**src/hw/rtl/mdbr_pkg.sv**
```systemverilog
`timescale 1ns / 1ps

package mdbr_pkg;

	localparam int BUTTONS    = 8;
	localparam int COUNT_BITS = 16;
	localparam int IDX_W      = 3;
	localparam int LEVEL_W    = 8;
	localparam int MASK_W     = 8;
	localparam int ADDR_W     = 5;
	localparam int DATA_W     = 32;

	localparam logic [COUNT_BITS-1:0] COUNT_MAX        = '1;
	localparam logic [COUNT_BITS-1:0] DEBOUNCE_DEFAULT = COUNT_BITS'(10);
	localparam logic [COUNT_BITS-1:0] REPEAT_DEFAULT   = COUNT_BITS'(250);

	typedef enum logic [1:0] {
		PH_IDLE        = 2'd0,
		PH_PRESS_DEB   = 2'd1,
		PH_PRESSED     = 2'd2,
		PH_RELEASE_DEB = 2'd3
	} phase_t;

	typedef enum logic [1:0] {
		KIND_PRESSED  = 2'd0,
		KIND_KEPT     = 2'd1,
		KIND_RELEASED = 2'd2
	} kind_t;

	typedef enum logic [2:0] {
		REG_ACTIVE_HIGH    = 3'd0,
		REG_PRESS_REPORT   = 3'd1,
		REG_RELEASE_REPORT = 3'd2,
		REG_DEBOUNCE       = 3'd3,
		REG_REPEAT         = 3'd4
	} reg_idx_t;

	typedef struct packed {
		logic             valid;
		logic [IDX_W-1:0] index;
		kind_t            kind;
		logic             last;
	} slot_t;

	typedef struct packed {
		logic active_high;
		logic report_press;
		logic report_release;
	} cell_cfg_t;

	typedef struct packed {
		logic scan_accept;
		logic shift;
	} cell_ctrl_t;

endpackage

```
**src/hw/rtl/mdbr_cell.sv**
```systemverilog
`timescale 1ns / 1ps

module mdbr_cell (
	input  logic                               clk,
	input  logic                               arst_n,
	input  logic [mdbr_pkg::IDX_W-1:0]         idx,
	input  logic                               level,
	input  mdbr_pkg::cell_cfg_t                cfg,
	input  logic [mdbr_pkg::COUNT_BITS-1:0]    debounce_scans,
	input  logic [mdbr_pkg::COUNT_BITS-1:0]    repeat_scans,
	input  mdbr_pkg::cell_ctrl_t               ctrl,
	input  mdbr_pkg::slot_t                    slot_in,
	input  logic                               any_above,
	output logic                               any_out,
	output mdbr_pkg::slot_t                    slot_out
);

	mdbr_pkg::phase_t                  phase_q, phase_d;
	logic [mdbr_pkg::COUNT_BITS-1:0]   deb_q, deb_d, deb_inc;
	logic [mdbr_pkg::COUNT_BITS-1:0]   rep_q, rep_d, rep_inc;
	logic                              pressed;
	logic                              ev_valid;
	mdbr_pkg::kind_t                   ev_kind;
	mdbr_pkg::slot_t                   slot_q;

	assign pressed = (level == cfg.active_high);
	assign deb_inc = (deb_q == mdbr_pkg::COUNT_MAX) ? deb_q : deb_q + 1'b1;
	assign rep_inc = (rep_q == mdbr_pkg::COUNT_MAX) ? rep_q : rep_q + 1'b1;

	always_comb begin
		phase_d  = phase_q;
		deb_d    = deb_inc;
		rep_d    = rep_inc;
		ev_valid = 1'b0;
		ev_kind  = mdbr_pkg::KIND_PRESSED;
		unique case (phase_q)
			mdbr_pkg::PH_IDLE: begin
				if (pressed) begin
					deb_d   = '0;
					phase_d = mdbr_pkg::PH_PRESS_DEB;
				end
			end
			mdbr_pkg::PH_PRESS_DEB: begin
				if (!pressed) begin
					phase_d = mdbr_pkg::PH_IDLE;
				end else if (deb_inc >= debounce_scans) begin
					phase_d  = mdbr_pkg::PH_PRESSED;
					rep_d    = '0;
					ev_valid = cfg.report_press;
					ev_kind  = mdbr_pkg::KIND_PRESSED;
				end
			end
			mdbr_pkg::PH_PRESSED: begin
				if (!pressed) begin
					deb_d   = '0;
					phase_d = mdbr_pkg::PH_RELEASE_DEB;
				end else if (rep_inc >= repeat_scans) begin
					rep_d    = '0;
					ev_valid = cfg.report_press;
					ev_kind  = mdbr_pkg::KIND_KEPT;
				end
			end
			mdbr_pkg::PH_RELEASE_DEB: begin
				if (pressed) begin
					phase_d = mdbr_pkg::PH_PRESSED;
				end else if (deb_inc >= debounce_scans) begin
					phase_d  = mdbr_pkg::PH_IDLE;
					ev_valid = cfg.report_release;
					ev_kind  = mdbr_pkg::KIND_RELEASED;
				end
			end
		endcase
	end

	always_ff @(posedge clk or negedge arst_n) begin
		if (!arst_n) begin
			phase_q <= mdbr_pkg::PH_IDLE;
			deb_q   <= '0;
			rep_q   <= '0;
		end else if (ctrl.scan_accept) begin
			phase_q <= phase_d;
			deb_q   <= deb_d;
			rep_q   <= rep_d;
		end
	end

	// load this scan's event, else take the slot of the next cell up
	always_ff @(posedge clk or negedge arst_n) begin
		if (!arst_n) begin
			slot_q <= '0;
		end else if (ctrl.scan_accept) begin
			slot_q.valid <= ev_valid;
			slot_q.index <= idx;
			slot_q.kind  <= ev_kind;
			slot_q.last  <= ev_valid & ~any_above;
		end else if (ctrl.shift) begin
			slot_q <= slot_in;
		end
	end

	assign any_out  = ev_valid | any_above;
	assign slot_out = slot_q;

endmodule

```
**src/hw/rtl/multi_button_debounce_repeat_unit.sv**
```systemverilog
`timescale 1ns / 1ps

// Multi-button debouncer with auto-repeat.
// Slave stream: one request per scan, s_tdata bit i is the raw level of button i.
// Master stream: one request per event, in button order; m_tdata carries the
// button index, m_tuser the event kind (0 pressed, 1 kept pressed, 2 released),
// m_tlast marks the final event of a scan. Scans with no event give nothing.
// APB port: registers active_high_mask, press_report_mask, release_report_mask,
// debounce_scans, repeat_scans at byte addresses 0, 4, 8, 12, 16.
// A row of one cell per button updates all buttons in the accept cycle and
// loads each cell's event slot; the slots then shift one cell per cycle toward
// the output register while it can advance, so the event of button i passes
// through the slots of the lower-index cells. The next scan is accepted once
// the row is empty, that is once the event of the highest button with an event
// has left it; scans without events are accepted every cycle. The output
// register acts as a skid stage: the next scan is taken while the final event
// still waits. When an event waits there and m_tready is low, the row holds.
// Reset sets all buttons idle, counters to zero, masks to zero, debounce_scans to 10 and repeat_scans to 250.

module multi_button_debounce_repeat_unit (
	input  logic                             clk,
	input  logic                             arst_n,
	input  logic                             s_tvalid,
	output logic                             s_tready,
	input  logic [mdbr_pkg::LEVEL_W-1:0]     s_tdata,   // raw_levels[7:0]
	output logic                             m_tvalid,
	input  logic                             m_tready,
	output logic [7:0]                       m_tdata,   // button_index[2:0], zero pad
	output logic [1:0]                       m_tuser,   // event_kind[1:0]
	output logic                             m_tlast,
	input  logic                             psel,
	input  logic                             penable,
	input  logic                             pwrite,
	input  logic [mdbr_pkg::ADDR_W-1:0]      paddr,
	input  logic [mdbr_pkg::DATA_W-1:0]      pwdata,
	output logic [mdbr_pkg::DATA_W-1:0]      prdata,
	output logic                             pready
);

	logic [mdbr_pkg::MASK_W-1:0]     active_high_q;
	logic [mdbr_pkg::MASK_W-1:0]     press_report_q;
	logic [mdbr_pkg::MASK_W-1:0]     release_report_q;
	logic [mdbr_pkg::COUNT_BITS-1:0] debounce_q;
	logic [mdbr_pkg::COUNT_BITS-1:0] repeat_q;

	mdbr_pkg::reg_idx_t              reg_idx;
	logic                            cfg_write;
	mdbr_pkg::cell_ctrl_t            ctrl;
	mdbr_pkg::slot_t                 slot [mdbr_pkg::BUTTONS];
	mdbr_pkg::slot_t                 out_q;
	logic [mdbr_pkg::BUTTONS-1:0]    slot_busy;
	logic [mdbr_pkg::BUTTONS:0]      any_chain;
	logic                            advance;

	assign pready    = 1'b1;
	assign reg_idx   = mdbr_pkg::reg_idx_t'(paddr[mdbr_pkg::ADDR_W-1:2]);
	assign cfg_write = psel & penable & pwrite & pready;

	always_ff @(posedge clk or negedge arst_n) begin
		if (!arst_n) begin
			active_high_q    <= '0;
			press_report_q   <= '0;
			release_report_q <= '0;
			debounce_q       <= mdbr_pkg::DEBOUNCE_DEFAULT;
			repeat_q         <= mdbr_pkg::REPEAT_DEFAULT;
		end else if (cfg_write) begin
			unique case (reg_idx)
				mdbr_pkg::REG_ACTIVE_HIGH:    active_high_q    <= pwdata[mdbr_pkg::MASK_W-1:0];
				mdbr_pkg::REG_PRESS_REPORT:   press_report_q   <= pwdata[mdbr_pkg::MASK_W-1:0];
				mdbr_pkg::REG_RELEASE_REPORT: release_report_q <= pwdata[mdbr_pkg::MASK_W-1:0];
				mdbr_pkg::REG_DEBOUNCE:       debounce_q       <= pwdata[mdbr_pkg::COUNT_BITS-1:0];
				mdbr_pkg::REG_REPEAT:         repeat_q         <= pwdata[mdbr_pkg::COUNT_BITS-1:0];
				default: ;
			endcase
		end
	end

	always_comb begin
		prdata = '0;
		unique case (reg_idx)
			mdbr_pkg::REG_ACTIVE_HIGH:    prdata = mdbr_pkg::DATA_W'(active_high_q);
			mdbr_pkg::REG_PRESS_REPORT:   prdata = mdbr_pkg::DATA_W'(press_report_q);
			mdbr_pkg::REG_RELEASE_REPORT: prdata = mdbr_pkg::DATA_W'(release_report_q);
			mdbr_pkg::REG_DEBOUNCE:       prdata = mdbr_pkg::DATA_W'(debounce_q);
			mdbr_pkg::REG_REPEAT:         prdata = mdbr_pkg::DATA_W'(repeat_q);
			default: ;
		endcase
	end

	assign advance          = ~out_q.valid | m_tready;
	assign s_tready         = ~|slot_busy;
	assign ctrl.scan_accept = s_tvalid & s_tready;
	assign ctrl.shift       = advance;
	assign any_chain[mdbr_pkg::BUTTONS] = 1'b0;

	for (genvar i = 0; i < mdbr_pkg::BUTTONS; i++) begin : g_cell
		mdbr_pkg::cell_cfg_t cell_cfg;
		mdbr_pkg::slot_t     slot_up;

		assign cell_cfg.active_high    = active_high_q[i];
		assign cell_cfg.report_press   = press_report_q[i];
		assign cell_cfg.report_release = release_report_q[i];
		assign slot_busy[i]            = slot[i].valid;

		if (i == mdbr_pkg::BUTTONS - 1) begin : g_top
			assign slot_up = '0;
		end else begin : g_mid
			assign slot_up = slot[i+1];
		end

		mdbr_cell u_cell (
			.clk            (clk),
			.arst_n         (arst_n),
			.idx            (mdbr_pkg::IDX_W'(i)),
			.level          (s_tdata[i]),
			.cfg            (cell_cfg),
			.debounce_scans (debounce_q),
			.repeat_scans   (repeat_q),
			.ctrl           (ctrl),
			.slot_in        (slot_up),
			.any_above      (any_chain[i+1]),
			.any_out        (any_chain[i]),
			.slot_out       (slot[i])
		);
	end

	always_ff @(posedge clk or negedge arst_n) begin
		if (!arst_n) begin
			out_q <= '0;
		end else if (advance) begin
			out_q <= slot[0];
		end
	end

	assign m_tvalid = out_q.valid;
	assign m_tdata  = 8'(out_q.index);
	assign m_tuser  = out_q.kind;
	assign m_tlast  = out_q.last;

endmodule
```
**config.mk**
```make
export PLATFORM = sky130hd
export DESIGN_NAME = multi_button_debounce_repeat_unit
export DESIGN_NICKNAME = d
export VERILOG_FILES = /design/src/hw/rtl/mdbr_pkg.sv /design/src/hw/rtl/mdbr_cell.sv /design/src/hw/rtl/multi_button_debounce_repeat_unit.sv
export SDC_FILE = /design/constraint.sdc
export NUM_CORES = 1
export LEC_CHECK = 0
export ABC_AREA = 0
export BUFFER_PORTS_ARGS = -buffer_cell sky130_fd_sc_hd__buf_2
export CORE_MARGIN = 4
export CORE_UTILIZATION = 57
export CTS_CLUSTER_SIZE = 10
export DETAILED_ROUTE_END_ITERATION = 8
export PLACE_DENSITY = 0.74
export SETUP_SLACK_MARGIN = 0.05
export SLEW_MARGIN = 20
export SYNTH_ARGS = -nofsm -noshare
export SYNTH_HDL_FRONTEND = slang
export SYNTH_SLANG_ARGS = --single-unit
```
**constraint.sdc**
```tcl
create_clock -name clk -period 9.2 [get_ports clk]
set_clock_uncertainty 0.05 [all_clocks]
set_input_delay 0.92 -clock clk [delete_from_list [all_inputs] [get_ports clk]]
set_output_delay 0.92 -clock clk [all_outputs]
set_load 0.02 [all_outputs]
```
* Word-level counts from Yosys, hierarchy flattened
Index checks and enable logic that the tools add are counted.
** Cells by class
- Add/sub/neg operators :: 16
- Multiply operators :: 0
- Divide/modulo/power cells :: 0
- $lt $le $gt $ge :: 16
- Equal/unequal tests :: 84
- Shifts and indexed selects :: 0
- Multiplexer cells :: 249
- Bitwise gates (word level) :: 25
- Reductions and logical operators :: 25
** Operators by type and width (number)
- $mux W16 :: 64
- $pmux W16 S2 :: 16
- $add A16 B1 Y16 const B :: 16
- $eq A16 B16 Y1 const B :: 16
- $ge A16 B16 Y1 :: 16
- $mux W2 :: 72
- $mux W7 :: 16
- $pmux W16 S5 :: 1
- $pmux W2 S4 :: 8
- $mux W1 :: 56
- $reduce_and A5 Y1 :: 8
- $eq A2 B2 Y1 const B :: 16
- $pmux W2 S2 :: 8
- $ne A3 B1 Y1 const B :: 8
- $ne A3 B3 Y1 const B :: 8
- $pmux W1 S3 :: 8
- $eq A2 B1 Y1 const B :: 8
- $logic_not A2 Y1 :: 8
- $ne A2 B1 Y1 const B :: 8
- $ne A2 B2 Y1 const B :: 8
- $and A1 B1 Y1 :: 10
- $reduce_and A2 Y1 :: 5
- $eq A1 B1 Y1 :: 8
- $not A1 Y1 :: 8
- other kinds (8) :: 15
** Storage, ports and cells
- Flip-flop bits (word level) :: 391
- Latch bits :: 0
- Memory bits (writable) :: 0
- ROM bits :: 0
- Input bits :: 52
- Memories kept :: 0

* Longest topological paths before layout
- Depth after elaboration :: 15
- Gate-level depth with buffers :: 20
- Depth with buffers taken out :: 17

* By module
A second synthesis with hierarchy kept.
** Unflattened totals
- Cell total of the unflattened synthesis :: 3646
- Area total of the unflattened synthesis :: 31552.8 um^2
** Modules (own cells, without submodules)
- mdbr_cell (g_cell[0].u_cell ...) :: instances 7, cells each 426, area an instance 3564.7 um^2, seq. area each 1026.0 um^2
- mdbr_cell (g_cell[7].u_cell) :: instances 1, cells each 445, area an instance 3603.5 um^2, seq. area each 1026.0 um^2
- multi_button_debounce_repeat_unit :: instances 1, cells each 219, area an instance 2996.6 um^2, seq. area each 1586.5 um^2

* Least setup slack after synthesis
No wires, ideal clock.
- Path type :: register to register
- From :: register g_cell[3].u_cell.deb_q[3] in the netlist's numbering
- To :: register g_cell[3].u_cell.rep_q[10] in the netlist's numbering
- Setup time :: 0.121 ns
- Data arrival time :: 3.860 ns
- Required time :: 9.029 ns
- Slack :: 5.169 ns
- Stages on the path, launching flop included :: 19
- Path buffers :: 3
- Clock period less this slack :: 4.031 ns
- Cells stage by stage :: dfrtp_1 > buf_2 > and4_1 > nand4_1 > or4_1 > nor2_1 > buf_4 > nor2_2 > nand3_1 > xnor2_1 > ha_1 > o21ai_0 > a2111oi_0 > a21oi_1 > a21o_1 > a221oi_2 > buf_2 > o21ai_0 > a22o_1
** On the way
- Cells in the longest elaborated chain, start to end :: 6
- Elaborated cells between the ends (all ways) :: 7
- Those cells by class :: 1 x add/sub; 1 x order compare; 1 x eq/ne; 4 x mux
** Ends and longest elaborated chain
- start: declaration :: line mdbr_cell.sv:19 : logic [mdbr_pkg::COUNT_BITS-1:0] deb_q, deb_d, deb_inc;
- start signal: assignment :: line mdbr_cell.sv:78 : deb_q <= '0;
- start signal: assignment :: line mdbr_cell.sv:82 : deb_q <= deb_d;
- $add A16 B1 Y16 or $eq A16 B16 Y1 (tied branches) :: line mdbr_cell.sv:27 : assign deb_inc = (deb_q == mdbr_pkg::COUNT_MAX) ? deb_q : deb_q + 1'b1;
- $mux W16 * :: line mdbr_cell.sv:27
- $ge A16 B16 Y1 * :: line mdbr_cell.sv:46 : end else if (deb_inc >= debounce_scans) begin
- $mux W16 * :: line mdbr_cell.sv:46
- $mux W16 * :: line mdbr_cell.sv:44 : if (!pressed) begin
- $pmux W16 S2 * :: line mdbr_cell.sv:36 : unique case (phase_q)
- end signal: assignment :: line mdbr_cell.sv:83 : rep_q <= rep_d;
- end: declaration :: line mdbr_cell.sv:20 : logic [mdbr_pkg::COUNT_BITS-1:0] rep_q, rep_d, rep_inc;
Every way passes the cells marked *; elsewhere a longest branch is shown, timed or not.
A chain may end at the register's enable or synchronous reset.

* Final worst setup path
Ends and elaborated chain as after synthesis.

==> results by group <==
Critical path
  – Setup slack, reg-to-reg: 3.97 ns
  – Reg2Reg Depth: 16
  – Crit end category: register
  – Reg2reg end: g_cell[3].u_cell.rep_q[10]
  – CP peak stage delay: 0.67 ns
  – Crit path max fanout: 18
  – Critical-path top delay cell: nor2_1
  – Worst EP arrival: 5.66 ns
  – Cell family with most CP delay: simple AND/OR/NAND/NOR gates
  – Crit path launch: g_cell[3].u_cell.deb_q[3]
  – Critical path type: register to register
  – Stages on the worst setup path: 16
  – R2R Path Start: g_cell[3].u_cell.deb_q[3]
  – Buf+Inv Stages, Crit Path: 1
  – Critical Path RT: 9.63 ns
  – Worst setup SP type: register
  – CP most frequent cell: nor2_2
  – Crit-path cells: and4_1 -> nand4_1 -> or4_1 -> nor2_1 -> nor2_2 -> nand3_1 -> xnor2_1 -> ha_1 -> o21ai_0 -> a2111oi_0 -> a21oi_1 -> a21o_1 -> a221oi_2 -> buf_4 -> nor2_2 -> a22o_1

Clocking
  – Hold-fix buffers, CTS: 0
  – Cts bufs inserted: 47
  – Post-cts repair resize count: 0
  – H-tree lvl count: 2
  – Post-CTS Setup Bufs: 0
  – CTS tree: yes
  – Clock slew seen by the registers of the worst setup and hold paths: 0.06 ns
  – Clock buffer depth: 3
  – Worst skew pair latency: 0.60 ns
  – Clk root buf: clkbuf_16
  – Clock Sinks: 387

STA
  – Final min period: 5.233 ns
  – Fin. max-slew vios: 0
  – Final setup TNS: 0 ns
  – Rel. slew slack: 30.99%
  – Maximum clock frequency: 0.1911 GHz
  – Post-route setup slack: 3.967 ns
  – Final Hold Fails: 0
  – WHS: 0.3319 ns
  – Setup-failing EPs final: 0
  – Worst-margin pin slew: 1.035 ns
  – RSZ-0062 raised after global routing: false
  – Tcrit/Tclk final: 56.88%

Route
  – Via/cell ratio: 6.350
  – Drt drc: 0
  – Antenna-violating nets left: 0
  – Initial detailed-routing violation count: 2,130
  – Via count: 25,580
  – Routed WL per cell: 19.93 microns
  – WL final: 80,310 microns
  – 1st-pass router iterations: 6

Cells and area
  – Filler cells: 4,303
  – Layout cell share with drive strength beyond 1: 7.488%
  – Area of the multi-input gates: 0.01810 sq mm
  – Nets@finish: 3,677
  – Core Util, Final: 61.71%
  – Non-filler instance count after layout: 4,029
  – Design Area, Final: 0.03089 sq mm
  – Layout area overhead: 7.245%
  – FF/Latch Area: 0.009694 sq mm

Floorplanning
  – Die area: 0.05420 sq mm
  – Die width: 232.8 microns
  – Die Ht: 232.8 microns
  – Row cnt: 82
  – Starting Density: 57.54%
  – Core area: 0.05007 sq mm
  – IO Pins: 98

Placement
  – Dpl cells: 3,944
  – Routability Congestion: 0.9164
  – Place WS: 4.095 ns
  – HPWL after detailed placement: 54,750 microns
  – Port bufs: 57
  – DP Area: 0.02946 sq mm

GRT
  – First-pass GRT wire length: 129,100 microns
  – Initial antenna violation count: 8
  – Largest net degree at the start of global routing: 150
  – Vias in the first global route: 24,990
  – GRT Util Overall: 29.25%
  – Total grt overflow: 0

Synth
  – Ys Warns: 0
  – Asr flop ratio synth: 100.0%
  – Avg Inst Size Synth: 8.651 sq um
  – Cells after Synth: 3,330
  – Post-synthesis cell type count: 93
  – Top cell type's share of synthesized area: 32.92%
  – Ranking of synthesized cells by area: dfrtp_1 33%, ha_1 13%, nand2_1 6.7%
  – Post-synth EDFFs: 0
  – Synth area leader: dfrtp_1
  – Sequential share of the synthesized area: 33.65%
  – Yosys reg bits: 387
  – Mapped Area: 0.02881 sq mm
  – Prevailing post-synth register cell: dfrtp_1

Pwr
  – Power after layout: 6.379 mW
  – Leakage: 14.56 nW
  – Worst-case vdd ir drop: 190.8 uV
  – Power Dens Cells: 206.5 mW/mm^2

Run
  – Max_cap viols: 0

Hold path
  – Hold WC Path Type: primary input to asynchronous set/reset pin

Run status
  – Status: completed
area by class of cell:
class	instances	area share (%)
flip-flops and latches	387	31.38
multi-input cells	2705	58.60
diodes	5	0.04050
clock buffers	75	4.410
repair buffers	75	1.434
clock inverters	5	0.1377
well taps	672	2.722
inverters	105	1.276
worst max-delay path by stage:
stage and endpoint:
2_1_floorplan g_cell[3].u_cell.rep_q[10], 3_3_place_gp g_cell[2].u_cell.rep_q[5], 3_5_place_dp g_cell[3].u_cell.rep_q[9], 4_1_cts g_cell[3].u_cell.rep_q[10], 5_1_grt g_cell[1].u_cell.rep_q[0], 6_report g_cell[3].u_cell.rep_q[10]
routing by layer:
layer  vias up  wire (microns)  GRT usage (%)
li1      12050               -              -
met1     12440           34060          39.09
met5         -              38              0
met4         6            3158          12.12
met3       180            6298          5.240
met2       907           36750          47.04
flip-flops by register name, summed over array words and instances (netlist names), named ones only:
register,flops
g_cell.u_cell.deb_q,128
g_cell.u_cell.rep_q,128
g_cell.u_cell.slot_out,52
debounce_q,16
repeat_q,16
active_high_q,8
g_cell.u_cell.phase_q,8
press_report_q,8
release_report_q,8
m_tdata,3
m_tuser,2
m_tlast,1
m_tvalid,1
power breakdown:
| group | leakage, nW | internal, mW | switching (mW) |
|---|---|---|---|
| Clock | 0.679 | 1.01 | 0.752 |
| Combinational | 8.72 | 0.817 | 1.47 |
| Sequential | 5.16 | 2.00 | 0.331 |
placed cells by master (no fill, tap or decap), types with 14 or more instances in the layout:
cell type	n
mux2_2	49
o22ai_1	20
xnor2_1	109
nand3_1	141
a22o_1	92
a21o_1	33
clkbuf_1	21
a31oi_1	66
xor2_1	78
o21ai_0	251
inv_1	104
nor2b_1	38
buf_4	17
and2_1	32
and3_1	51
mux2i_1	38
o21ai_1	27
nor3_1	39
conb_1	22
ha_1	304
o31ai_1	46
clkbuf_16	48
or3_1	14
dfrtp_1	379
a21oi_1	172
buf_2	56
nor2_1	197
nand4_1	73
nand2_1	512
o21a_1	21
and4_1	34
nand2b_1	33
a211oi_1	16
worst reg2reg max path, stage by stage, from the launching register on:
cell	delay (ns)
dfrtp_1	0.48
and4_1	0.32
nand4_1	0.18
or4_1	0.56
nor2_1	0.67
nor2_2	0.25
nand3_1	0.20
xnor2_1	0.09
ha_1	0.29
o21ai_0	0.09
a2111oi_0	0.45
a21oi_1	0.22
a21o_1	0.23
a221oi_2	0.28
buf_4	0.32
nor2_2	0.17
a22o_1	0.30
cell families (layout without fill, tap and decap cells):
group	after synthesis	count (layout)	share of synthesized area, %
buf+inv	258	260	3.900
other cells	2	27	0.02607
xor+xnor	187	187	5.685
flops	387	387	33.65
compound gates	850	850	19.11
fa+ha+maj	304	304	13.20
mux	87	87	3.236
simple gates	1255	1255	21.18
cell usage after synthesis, types with 9 or more instances:
master	instances
mux2i_1	38
nor3_1	39
o21ai_0	251
xnor2_1	109
a22o_1	92
and3_1	51
ha_1	304
and4_1	34
and2_1	33
nand3_1	141
mux2_2	49
xor2_1	78
nand4_1	73
nand2_1	513
a21oi_1	172
a22oi_1	9
or3_1	14
a211oi_1	16
buf_2	39
nand2b_1	34
dfrtp_1	379
buf_4	25
o211ai_1	9
o2111ai_1	9
o22ai_1	20
nor2_1	200
nor2b_1	39
o31ai_1	46
o21a_1	21
clkbuf_1	77
a21o_1	33
or4_1	11
inv_1	104
a31oi_1	66
nor2_2	9
o21ai_1	27
Note: power is estimated with default switching activity, not from simulation.
